### config.mk
export PLATFORM = sky130hd
export DESIGN_NAME = dle_stuffed_packet_deframer
export DESIGN_NICKNAME = d
export VERILOG_FILES = /design/src/hdl/dle_pkg.sv /design/src/hdl/dle_ram.sv /design/src/hdl/dle_fifo.sv /design/src/hdl/dle_engine.sv /design/src/hdl/dle_stuffed_packet_deframer.sv
export SDC_FILE = /design/constraint.sdc
export NUM_CORES = 2
export LEC_CHECK = 0
export BUFFER_PORTS_ARGS = -buffer_cell sky130_fd_sc_hd__buf_2
export CAP_MARGIN = 20
export CORE_AREA = 2 2 219 436
export CTS_CLUSTER_DIAMETER = 150
export DETAILED_ROUTE_END_ITERATION = 8
export DIE_AREA = 0 0 221 438
export PLACE_DENSITY = 0.65
export SYNTH_ARGS = -nofsm -noshare
export SYNTH_HDL_FRONTEND = slang
export SYNTH_HIERARCHICAL = 1
export SYNTH_SLANG_ARGS = --single-unit
### constraint.sdc
create_clock -name clock -period 9 [get_ports clock]
set_input_delay 0.45 -clock clock [delete_from_list [all_inputs] [get_ports clock]]
set_output_delay 0.45 -clock clock [all_outputs]
set_load 0.05 [all_outputs]
### src/hdl/dle_pkg.sv
`timescale 1ns / 1ps
package dle_pkg;
   localparam logic [7:0] DLE_BYTE = 8'h10;
   localparam logic [7:0] ETX_BYTE = 8'h03;

   localparam logic [1:0] CMD_BYTE    = 2'd0;
   localparam logic [1:0] CMD_READ    = 2'd1;
   localparam logic [1:0] CMD_RELEASE = 2'd2;

   localparam logic [1:0] REG_ACK_ID = 2'd0;
   localparam logic [1:0] REG_NAK_ID = 2'd1;
   localparam logic [1:0] REG_POS_ID = 2'd2;

   localparam logic [2:0] PH_START  = 3'd0;
   localparam logic [2:0] PH_ID     = 3'd1;
   localparam logic [2:0] PH_LEN    = 3'd2;
   localparam logic [2:0] PH_DATA   = 3'd3;
   localparam logic [2:0] PH_SUM    = 3'd4;
   localparam logic [2:0] PH_ENDDLE = 3'd5;
   localparam logic [2:0] PH_ETX    = 3'd6;
   localparam logic [2:0] PH_HELD   = 3'd7;

   typedef struct packed {
      logic [1:0] command;
      logic [7:0] rx_byte;
      logic [6:0] read_index;
   } req_type;
endpackage

### src/hdl/dle_ram.sv
`timescale 1ns / 1ps
module dle_ram #(
   parameter int WIDTH = 8,
   parameter int DEPTH = 128
) (
   input  logic                     clock,
   input  logic                     wr_en,
   input  logic [$clog2(DEPTH)-1:0] wr_addr,
   input  logic [WIDTH-1:0]         wr_data,
   input  logic                     rd_en,
   input  logic [$clog2(DEPTH)-1:0] rd_addr,
   output logic [WIDTH-1:0]         rd_data
);
   logic [WIDTH-1:0] mem [DEPTH];
   logic [WIDTH-1:0] rd_data_ff;

   always_ff @(posedge clock) begin
      if (wr_en) mem[wr_addr] <= wr_data;
      if (rd_en) rd_data_ff <= mem[rd_addr];
   end
   assign rd_data = rd_data_ff;
endmodule

### src/hdl/dle_fifo.sv
`timescale 1ns / 1ps
module dle_fifo import dle_pkg::*; (
   input  logic    clock,
   input  logic    reset,
   input  logic    in_valid,
   output logic    in_ready,
   input  req_type in_data,
   output logic    out_valid,
   input  logic    out_ready,
   output req_type out_data
);
   // two-entry queue, full throughput
   req_type    buf_ff [2];
   logic       wr_ptr_ff, rd_ptr_ff, wr_ptr_in, rd_ptr_in;
   logic [1:0] count_ff, count_in;
   logic       push, pop;

   assign in_ready  = (count_ff != 2'd2);
   assign out_valid = (count_ff != 2'd0);
   assign out_data  = buf_ff[rd_ptr_ff];
   assign push      = in_valid && in_ready;
   assign pop       = out_valid && out_ready;

   always_comb begin
      wr_ptr_in = push ? ~wr_ptr_ff : wr_ptr_ff;
      rd_ptr_in = pop ? ~rd_ptr_ff : rd_ptr_ff;
      count_in  = count_ff + {1'b0, push} - {1'b0, pop};
   end

   always_ff @(posedge clock) begin
      if (reset) begin
         wr_ptr_ff <= 1'b0;
         rd_ptr_ff <= 1'b0;
         count_ff  <= 2'd0;
      end else begin
         wr_ptr_ff <= wr_ptr_in;
         rd_ptr_ff <= rd_ptr_in;
         count_ff  <= count_in;
      end
      if (push) buf_ff[wr_ptr_ff] <= in_data;
   end
endmodule

### src/hdl/dle_engine.sv
`timescale 1ns / 1ps
module dle_engine import dle_pkg::*; #(
   parameter int BUFFER_BYTES = 128
) (
   input  logic       clock,
   input  logic       reset,
   input  logic       in_valid,
   output logic       in_ready,
   input  req_type    in_data,
   input  logic [7:0] ack_id,
   input  logic [7:0] nak_id,
   input  logic [7:0] pos_id,
   output logic       rsp_valid,
   input  logic       rsp_ready,
   output logic       rsp_byte_accepted,
   output logic       rsp_frame_ready,
   output logic [7:0] rsp_frame_id,
   output logic [7:0] rsp_frame_length,
   output logic       rsp_ack_request,
   output logic [7:0] rsp_read_data,
   output logic       rsp_frame_held
);
   localparam int AW = $clog2(BUFFER_BYTES);
   localparam logic [7:0] BUF_LEN = 8'(BUFFER_BYTES);

   logic [2:0] phase_ff, phase_in;
   logic       esc_ff, esc_in;
   logic [7:0] sum_ff, sum_in, id_ff, id_in, len_ff, len_in;
   logic [7:0] rem_ff, rem_in, wpos_ff, wpos_in;
   logic       acc, ready, ack, wr_en, rd_hit;
   logic [7:0] s;
   logic [7:0] ridx;

   // output register: valid plus read data comes from the ram next cycle
   logic       ovalid_ff, oacc_ff, ordy_ff, oack_ff, oheld_ff, ohit_ff;
   logic [7:0] oid_ff, olen_ff;
   logic [7:0] ram_q;
   logic       take;

   assign in_ready = !ovalid_ff || rsp_ready;
   assign take     = in_valid && in_ready;
   assign s        = in_data.rx_byte;
   assign ridx     = {1'b0, in_data.read_index};

   always_comb begin
      phase_in = phase_ff; esc_in = esc_ff; sum_in = sum_ff; id_in = id_ff;
      len_in = len_ff; rem_in = rem_ff; wpos_in = wpos_ff;
      acc = 1'b0; ready = 1'b0; ack = 1'b0; wr_en = 1'b0;
      rd_hit = (in_data.command == CMD_READ) && (ridx < len_ff) && (ridx < BUF_LEN);
      case (in_data.command)
         CMD_BYTE: begin
            if (phase_ff != PH_HELD) begin
               acc = 1'b1;
               if (phase_ff != PH_START && phase_ff != PH_ENDDLE && s == DLE_BYTE
                   && !esc_ff) begin
                  esc_in = 1'b1;
               end else begin
                  logic [2:0] ph;
                  logic [7:0] cs;
                  ph = phase_ff;
                  cs = sum_ff;
                  if (esc_ff && s != DLE_BYTE) begin
                     ph = PH_ID;
                     cs = 8'd0;
                  end
                  esc_in   = 1'b0;
                  sum_in   = cs - s;
                  phase_in = ph;
                  case (ph)
                     PH_START: begin
                        if (s == DLE_BYTE) phase_in = PH_ID;
                        sum_in = 8'd0;
                     end
                     PH_ID: begin
                        id_in = s;
                        if (s != DLE_BYTE) phase_in = PH_LEN;
                     end
                     PH_LEN: begin
                        rem_in   = s;
                        wpos_in  = 8'd0;
                        len_in   = (s > BUF_LEN) ? BUF_LEN : s;
                        phase_in = (s == 8'd0) ? PH_SUM : PH_DATA;
                     end
                     PH_DATA: begin
                        if (wpos_ff < BUF_LEN) begin
                           wr_en   = 1'b1;
                           wpos_in = wpos_ff + 8'd1;
                        end
                        rem_in = rem_ff - 8'd1;
                        if (rem_ff == 8'd1) phase_in = PH_SUM;
                     end
                     PH_SUM: begin
                        if (sum_in != 8'd0) id_in = 8'd0;
                        phase_in = PH_ENDDLE;
                     end
                     PH_ENDDLE: if (s == DLE_BYTE) phase_in = PH_ETX;
                     PH_ETX: begin
                        if (s == ETX_BYTE) begin
                           phase_in = PH_START;
                           if (id_ff != 8'd0 && id_ff != ack_id && id_ff != nak_id) begin
                              ack      = (id_ff != pos_id);
                              ready    = 1'b1;
                              phase_in = PH_HELD;
                           end
                        end
                     end
                     default: phase_in = PH_START;
                  endcase
               end
            end
         end
         CMD_RELEASE: if (phase_ff == PH_HELD) phase_in = PH_START;
         default: ;
      endcase
   end

   dle_ram #(.WIDTH(8), .DEPTH(BUFFER_BYTES)) u_ram (
      .clock   (clock),
      .wr_en   (take && wr_en),
      .wr_addr (wpos_ff[AW-1:0]),
      .wr_data (s),
      .rd_en   (take),
      .rd_addr (ridx[AW-1:0]),
      .rd_data (ram_q)
   );

   always_ff @(posedge clock) begin
      if (reset) begin
         phase_ff <= PH_START; esc_ff <= 1'b0; sum_ff <= 8'd0; id_ff <= 8'd0;
         len_ff <= 8'd0; rem_ff <= 8'd0; wpos_ff <= 8'd0; ovalid_ff <= 1'b0;
      end else begin
         if (take) begin
            phase_ff <= phase_in; esc_ff <= esc_in; sum_ff <= sum_in; id_ff <= id_in;
            len_ff <= len_in; rem_ff <= rem_in; wpos_ff <= wpos_in;
         end
         if (in_ready) ovalid_ff <= in_valid;
      end
      if (take) begin
         oacc_ff  <= acc;   ordy_ff <= ready; oack_ff <= ack;
         oheld_ff <= (phase_in == PH_HELD);
         ohit_ff  <= rd_hit; oid_ff <= id_in; olen_ff <= len_in;
      end
   end

   assign rsp_valid         = ovalid_ff;
   assign rsp_byte_accepted = oacc_ff;
   assign rsp_frame_ready   = ordy_ff;
   assign rsp_frame_id      = oid_ff;
   assign rsp_frame_length  = olen_ff;
   assign rsp_ack_request   = oack_ff;
   assign rsp_read_data     = ohit_ff ? ram_q : 8'd0;
   assign rsp_frame_held    = oheld_ff;
endmodule

### src/hdl/dle_stuffed_packet_deframer.sv
`timescale 1ns / 1ps
// DLE/ETX byte-stuffed packet receiver.
// req_ channel: one transaction per command (received byte, payload read or
// release). rsp_ channel: exactly one result transaction per request, in order.
// csr_ channel: writes ack, nak and position packet ids (index 0..2), always
// ready; write only while idle.
// Requests pass a two-entry queue into the frame engine, which updates the
// receive state and payload ram and registers the result. Each request is
// registered in the queue, then in the engine output register; one transaction
// per cycle sustained while rsp_ready is high, bounded by the state update loop.
// Payload reads come from a registered-read ram, stored length clamps to
// BUFFER_BYTES, and reads past it return zero.
// Reset clears the receive state and restores the packet id registers; the
// payload ram is not cleared.
// When rsp_ready is low the result is held, the engine stalls and the queue
// fills, after which req_ready drops; nothing is lost.
module dle_stuffed_packet_deframer import dle_pkg::*; #(
   parameter int BUFFER_BYTES = 128
) (
   input  logic       clock,
   input  logic       reset,
   input  logic       req_valid,
   output logic       req_ready,
   input  logic [1:0] req_command,
   input  logic [7:0] req_rx_byte,
   input  logic [6:0] req_read_index,
   output logic       rsp_valid,
   input  logic       rsp_ready,
   output logic       rsp_byte_accepted,
   output logic       rsp_frame_ready,
   output logic [7:0] rsp_frame_id,
   output logic [7:0] rsp_frame_length,
   output logic       rsp_ack_request,
   output logic [7:0] rsp_read_data,
   output logic       rsp_frame_held,
   input  logic       csr_valid,
   output logic       csr_ready,
   input  logic [1:0] csr_index,
   input  logic [7:0] csr_data
);
   logic [7:0] ack_id_ff, nak_id_ff, pos_id_ff;
   req_type    q_in, q_out;
   logic       q_valid, q_ready;

   assign csr_ready = 1'b1;

   always_ff @(posedge clock) begin
      if (reset) begin
         ack_id_ff <= 8'd6;
         nak_id_ff <= 8'd21;
         pos_id_ff <= 8'd51;
      end else if (csr_valid) begin
         case (csr_index)
            REG_ACK_ID: ack_id_ff <= csr_data;
            REG_NAK_ID: nak_id_ff <= csr_data;
            REG_POS_ID: pos_id_ff <= csr_data;
            default: ;
         endcase
      end
   end

   assign q_in = '{command: req_command, rx_byte: req_rx_byte, read_index: req_read_index};

   dle_fifo u_fifo (
      .clock     (clock),
      .reset     (reset),
      .in_valid  (req_valid),
      .in_ready  (req_ready),
      .in_data   (q_in),
      .out_valid (q_valid),
      .out_ready (q_ready),
      .out_data  (q_out)
   );

   dle_engine #(.BUFFER_BYTES(BUFFER_BYTES)) u_engine (
      .clock             (clock),
      .reset             (reset),
      .in_valid          (q_valid),
      .in_ready          (q_ready),
      .in_data           (q_out),
      .ack_id            (ack_id_ff),
      .nak_id            (nak_id_ff),
      .pos_id            (pos_id_ff),
      .rsp_valid         (rsp_valid),
      .rsp_ready         (rsp_ready),
      .rsp_byte_accepted (rsp_byte_accepted),
      .rsp_frame_ready   (rsp_frame_ready),
      .rsp_frame_id      (rsp_frame_id),
      .rsp_frame_length  (rsp_frame_length),
      .rsp_ack_request   (rsp_ack_request),
      .rsp_read_data     (rsp_read_data),
      .rsp_frame_held    (rsp_frame_held)
   );
endmodule
# Word level (Yosys, flattened, before mapping)
# Memories as Yosys holds them, arrays and structs flattened. A register that Yosys moved wholly into a read port is not among the register bits.
# Cells that the tools add are included.
# Widths: inputs -> output; s select.
word_totals:
  ff_bits: 94
  ram_bits: 1058
  wordCells: 144
  memories: 2
classes:
  add_sub_neg: 5
  n_lt_le_gt_ge: 4
  eq_ne: 23
  mux: 49
  bitwise: 8
  reduce_logical: 32
memory_table:
  columns: ["memory", "words", "word_bits", "rd", "rd_clocked_by_memory_dff", "wr", "line_no", "source"]
  rows:
  - ["u_engine.u_ram.mem", 128, 8, 1, 1, 1, "dle_ram.sv:14", "logic [WIDTH-1:0] mem [DEPTH];"]
  - ["u_fifo.buf_ff", 2, 17, 1, 1, 1, "dle_fifo.sv:13", "req_type buf_ff [2];"]
ops:
  columns: ["cell", "count"]
  rows:
  - ["$mux 8", 16]
  - ["$pmux 8 s2", 3]
  - ["$mux 3", 14]
  - ["$ne 8x8->1", 3]
  - ["$pmux 3 s7", 1]
  - ["$reduce_bool 8->1", 2]
  - ["$eq 3x3->1 const B", 5]
  - ["$mux 1", 14]
  - ["$logic_and 1x1->1", 11]
  - ["$add 8x1->8 const B", 1]
  - ["$eq 8x1->1 const B", 1]
  - ["$eq 8x2->1 const B", 1]
  - ["$eq 8x5->1 const B", 1]
  - ["$gt 8x8->1 const B", 1]
  - ["$logic_not 8->1", 1]
  - ["$lt 7x8->1", 1]
  - ["$lt 7x8->1 const B", 1]
  - ["$lt 8x8->1 const B", 1]
  - ["$ne 8x5->1 const B", 1]
  - ["$not 1->1", 8]
  - ["$sub 8x1->8 const B", 1]
  - ["$sub 8x8->8", 1]
  - ["$eq 3x2->1 const B", 2]
  - ["$ne 3x3->1 const B", 2]
  - ["other kinds (21)", 28]

# Logic depth before layout (Yosys ltp)
logic_depth:
  word_depth: 15
  ltp_mapped: 18
  ltp_nobuf: 14

# Modules after synthesis
# The synthesis kept the hierarchy.
modules_own_cells:
  columns: ["module", "n_inst", "cells_each", "area_per_inst_um2", "seq_area_each_um2"]
  rows:
  - ["dle_ram", 1, 1635, 39745.6, 30989.7]
  - ["dle_engine", 1, 476, 4121.5, 1531.5]
  - ["dle_fifo", 1, 77, 1510.2, 1121.1]
  - ["dle_stuffed_packet_deframer", 1, 99, 1004.7, 480.5]

# Worst setup path after synthesis
# Ideal clock, no wire load.
synth_path:
  kind: "register to register"
  startpoint: "register with a tool-made name"
  endpoint: "register u_engine.oid_ff[0], in the netlist u_engine/rsp_frame_id[0], data pin"
  setup_ns: 0.257
  t_arrival_ns: 4.320
  required_time_ns: 8.743
  slack_ns: 4.423
  stages_incl_launch_ff: 19
  path_cell_list: "dfxtp_1 > buf_6 > buf_6 > mux2_4 > buf_2 > or4b_4 > o21ai_4 > clkbuf_1 > nand2_1 > ha_1 > inv_1 > fa_1 > a211oi_1 > or4b_2 > nand4_1 > nor2_1 > a31oi_1 > nand2_1 > a22o_1"
synth_lines:
  columns: ["element", "line_no", "source"]
  rows:
  - ["end signal, assigned", "dle_engine.sv:141", "ohit_ff <= rd_hit; oid_ff <= id_in; olen_ff <= len_in;"]
  - ["end, declared", "dle_engine.sv:36", "logic [7:0] oid_ff, olen_ff;"]

==> results.md <==
- Bufs on Longest Clock Path: 3
- Actual slew at the worst max-slew pin: 1070 ps
- Post-synthesis xor/xnor area fraction: 0.718%
- Maximum clock frequency: 0.168 GHz
- Slew HR: 28.4%
- Gates resized, CTS repair: 0
- Cell taking the most area after synthesis: edfxtp_1
- R2r setup slk: 3060 ps
- 1st-pass router iterations: 7
- Fin. max-slew vios: 0
- Final setup vio count: 0
- CTS tree: done
- Drt drc: 0
- Post-synthesis mux area share: 17.6%
- Die H: 438 um
- Clock-pin slew on the worst setup and hold paths: 70 ps
- Top_reg_cell synth: edfxtp_1
- CTS sink count: 1161
- P per Cell Area: 289 mW/mm^2
- YS warnings: 6
- GRT Residual Overflow: 0
- Largest cells by area after synthesis: edfxtp_1 70%, mux4_2 16%, dfxtp_1 3.2%
- CP Max Fanout: 44
- Cells after Synth: 2287
- Synth Register Bits: 1161
- Initial Utilization: 49.5%
- Post-synthesis simple-gate area fraction: 4.02%
- Crit path kind: flip-flop to flip-flop
- Via/cell ratio: 6.28
- Post-synth top cells: 1087 x edfxtp_1, 336 x mux4_2, 187 x nor2_1
- Hold depth: 1
- DR WL/cell: 32.4 um
- Leak: 16.1 nW
- Clock skew: 17.4 ps
- Unrepaired setup endpoints after global routing: false
- Worst Setup End Kind: flip-flop
- Max-Cap Viols: 0
- Reg-to-Reg End: u_engine/u_ram/mem[26][0]
- Finished Layout Cells: 3654
- Placer Congestion: 0.889
- Largest family of logic cells by synthesized area: multiplexers
- Die Wd: 221 um
- Global-route wire length before repair: 169000 um
- H-tree depth: 3
- Tot Pwr: 14.9 mW
- Adder-Cell Fraction of Synth Area: 0.529%
- Netlist cell types: 72
- Worst Hold Class: primary input to flip-flop
- Post-synthesis compound-gate area fraction: 2.09%
- Worst reg2reg path depth: 9
- Mapped cell area: 0.0464 mm^2
- Post-synth top area share: 70.4%
- Setup TNS: 0 ps
- WP data arrival: 6250 ps
- TritonCTS Buffers: 92
- Area growth syn-to-layout: 10.8%
- Final wirelength: 118000 um
- Share of cells above drive strength 1: 25.8%
- Antenna-violating nets left: 0
- Final hold vios: 0
- HP Start: req_rx_byte[2]
- Placed Area: 0.0480 mm^2
- Post-Place Cells: 3461
- Sequential area share after synthesis: 73.6%
- Hold path endpoint: u_fifo/buf_ff[1][9]
- Vias in the first global route: 23.7k
- Final Cell Area: 0.0514 mm^2
- Final worst path period share: 66.0%
- Vias after detailed routing: 22.9k
- Max IR drop VDD: 0.000341 V
- All-Layer GR Usage: 24.6%
- Die area: 0.0968 mm^2
- Hpwl dp: 77400 um
- Startpoint Class: flip-flop
- Syn_nets: 2338
- Pin count of the biggest net entering global routing: 151
- Core Region: 0.0937 mm^2
- Syn_area_per_cell: 20.3 um^2
- Fillcell total: 6945
- Worst-Skew Late Latency: 690 ps
- Initial antenna violation count: 4
- CP required: 9310 ps
- Share of synthesized registers carrying an async set or reset: 0%
- Post-synth EDFFs: 1087
- DRT iter0 DRCs: 2205
- Status: completed
- Top Ports: 63
- Most frequent cell after synthesis: edfxtp_1
- Clk root buf: clkbuf_16
- Port bufs: 61
- Final Net Count: 2422
- Core Rows: 159
- Minimum clock period after layout: 5940 ps
-- worst max-delay path, cell delays in order, from the launching register on --
cell	delay (ps)
dfxtp_1	550
buf_4	330
mux2_4	570
or4_4	610
o21ai_4	430
nand3_1	440
nor3_2	760
nor2b_1	330
nand2_1	680
nor2_1	830
-- per-stage QoR --
stage                     hold slack [ps]  util, %  worst slack [ps]
after floorplan                       434        -              4420
after global placement                449     51.2              3190
after detailed placement              451     51.2              3020
after CTS                            5.81     54.8              3050
after global routing                 31.7     54.9              2830
final                                47.1     54.9              3060
-- cell usage in the layout, fill, tap and decap left out, types with 16 or more instances in the layout --
cell / n
clkinv_2: 16
o21ai_0: 21
mux4_2: 336
buf_4: 32
a21oi_1: 22
dfxtp_1: 74
buf_2: 65
mux2i_1: 25
xor2_1: 19
bufinv_16: 16
xnor2_1: 19
nand2_1: 50
nand3_1: 20
nor3_1: 17
inv_1: 24
edfxtp_1: 1087
ha_1: 18
nor2_1: 187
a22o_1: 26
clkbuf_16: 94
nand2b_1: 33
-- registers in the layout (all words and copies together) (netlist names), 2 cells and up, named ones only --
register and cells:
u_engine/rsp_frame_id 8, u_engine/rsp_frame_length 8, u_engine/phase_ff 3, u_engine/u_ram/rd_data 8
u_engine/rem_ff 8, u_engine/u_ram/mem 1024, u_engine/len_ff 8, u_engine/wpos_ff 8
nak_id_ff 8, ack_id_ff 8, u_fifo/count_ff 2, u_engine/id_ff 8
u_engine/sum_ff 8, u_fifo/buf_ff 34, pos_id_ff 8
-- logic make-up (layout without fill, tap and decap cells) --
family | Yosys count | in the layout
AOI/OAI and AO/OA | 134 | 134
xor gates and xnor gates | 38 | 38
adders and majority gates | 19 | 19
buffers and inverters | 153 | 311
DFF | 1161 | 1161
muxes | 389 | 389
other | 1 | 3
and+or+nand+nor | 392 | 392
-- repair_timing --
| action | in CTS | in global routing |
|---|---|---|
| setup buffers | 0 | 0 |
| hold buffers | 15 | 0 |
| endpoints found under the hold margin | 30 | 0 |
-- final cells by class --
cell class / count / area (um^2) / share of cell area [%]
tap: 1207 / 1510 / 2.94
antenna: 2 / 5.00 / 0.00974
timing repair buffer: 118 / 806 / 1.57
clock inverter: 55 / 757 / 1.47
sequential: 1161 / 34100 / 66.4
inverter: 25 / 93.8 / 0.183
clock buffer: 113 / 2460 / 4.79
multi-input combinational: 973 / 11600 / 22.7
-- where the power goes --
group	leakage, nW	internal, mW	switching, mW
clock network	1.58	2.44	1.89
logic	4.15	1.46	2.49
registers	10.4	6.52	0.0692
-- worst max path at each step --
| stage | slack [ps] | end | depth (start not counted) |
|---|---|---|---|
| after floorplan | 4420 | u_engine/rsp_frame_id[0] | 18 |
| after global placement | 3190 | u_engine/u_ram/mem[90][2] | 9 |
| after detailed placement | 3020 | u_engine/u_ram/mem[26][2] | 9 |
| after CTS | 3050 | u_engine/u_ram/mem[26][0] | 9 |
| after global routing | 2830 | u_engine/u_ram/mem[26][0] | 9 |
| final | 3060 | u_engine/u_ram/mem[26][0] | 9 |
-- per-layer routing --
layer	vias to the layer above	global-route usage, %	wire [um]
li1	9538	-	-
met3	269	3.25	5680
met1	12200	25.9	39100
met4	4	14.6	7750
met2	921	46.5	65900
met5	-	0	23
Note: power is estimated with default switching activity, not from simulation.
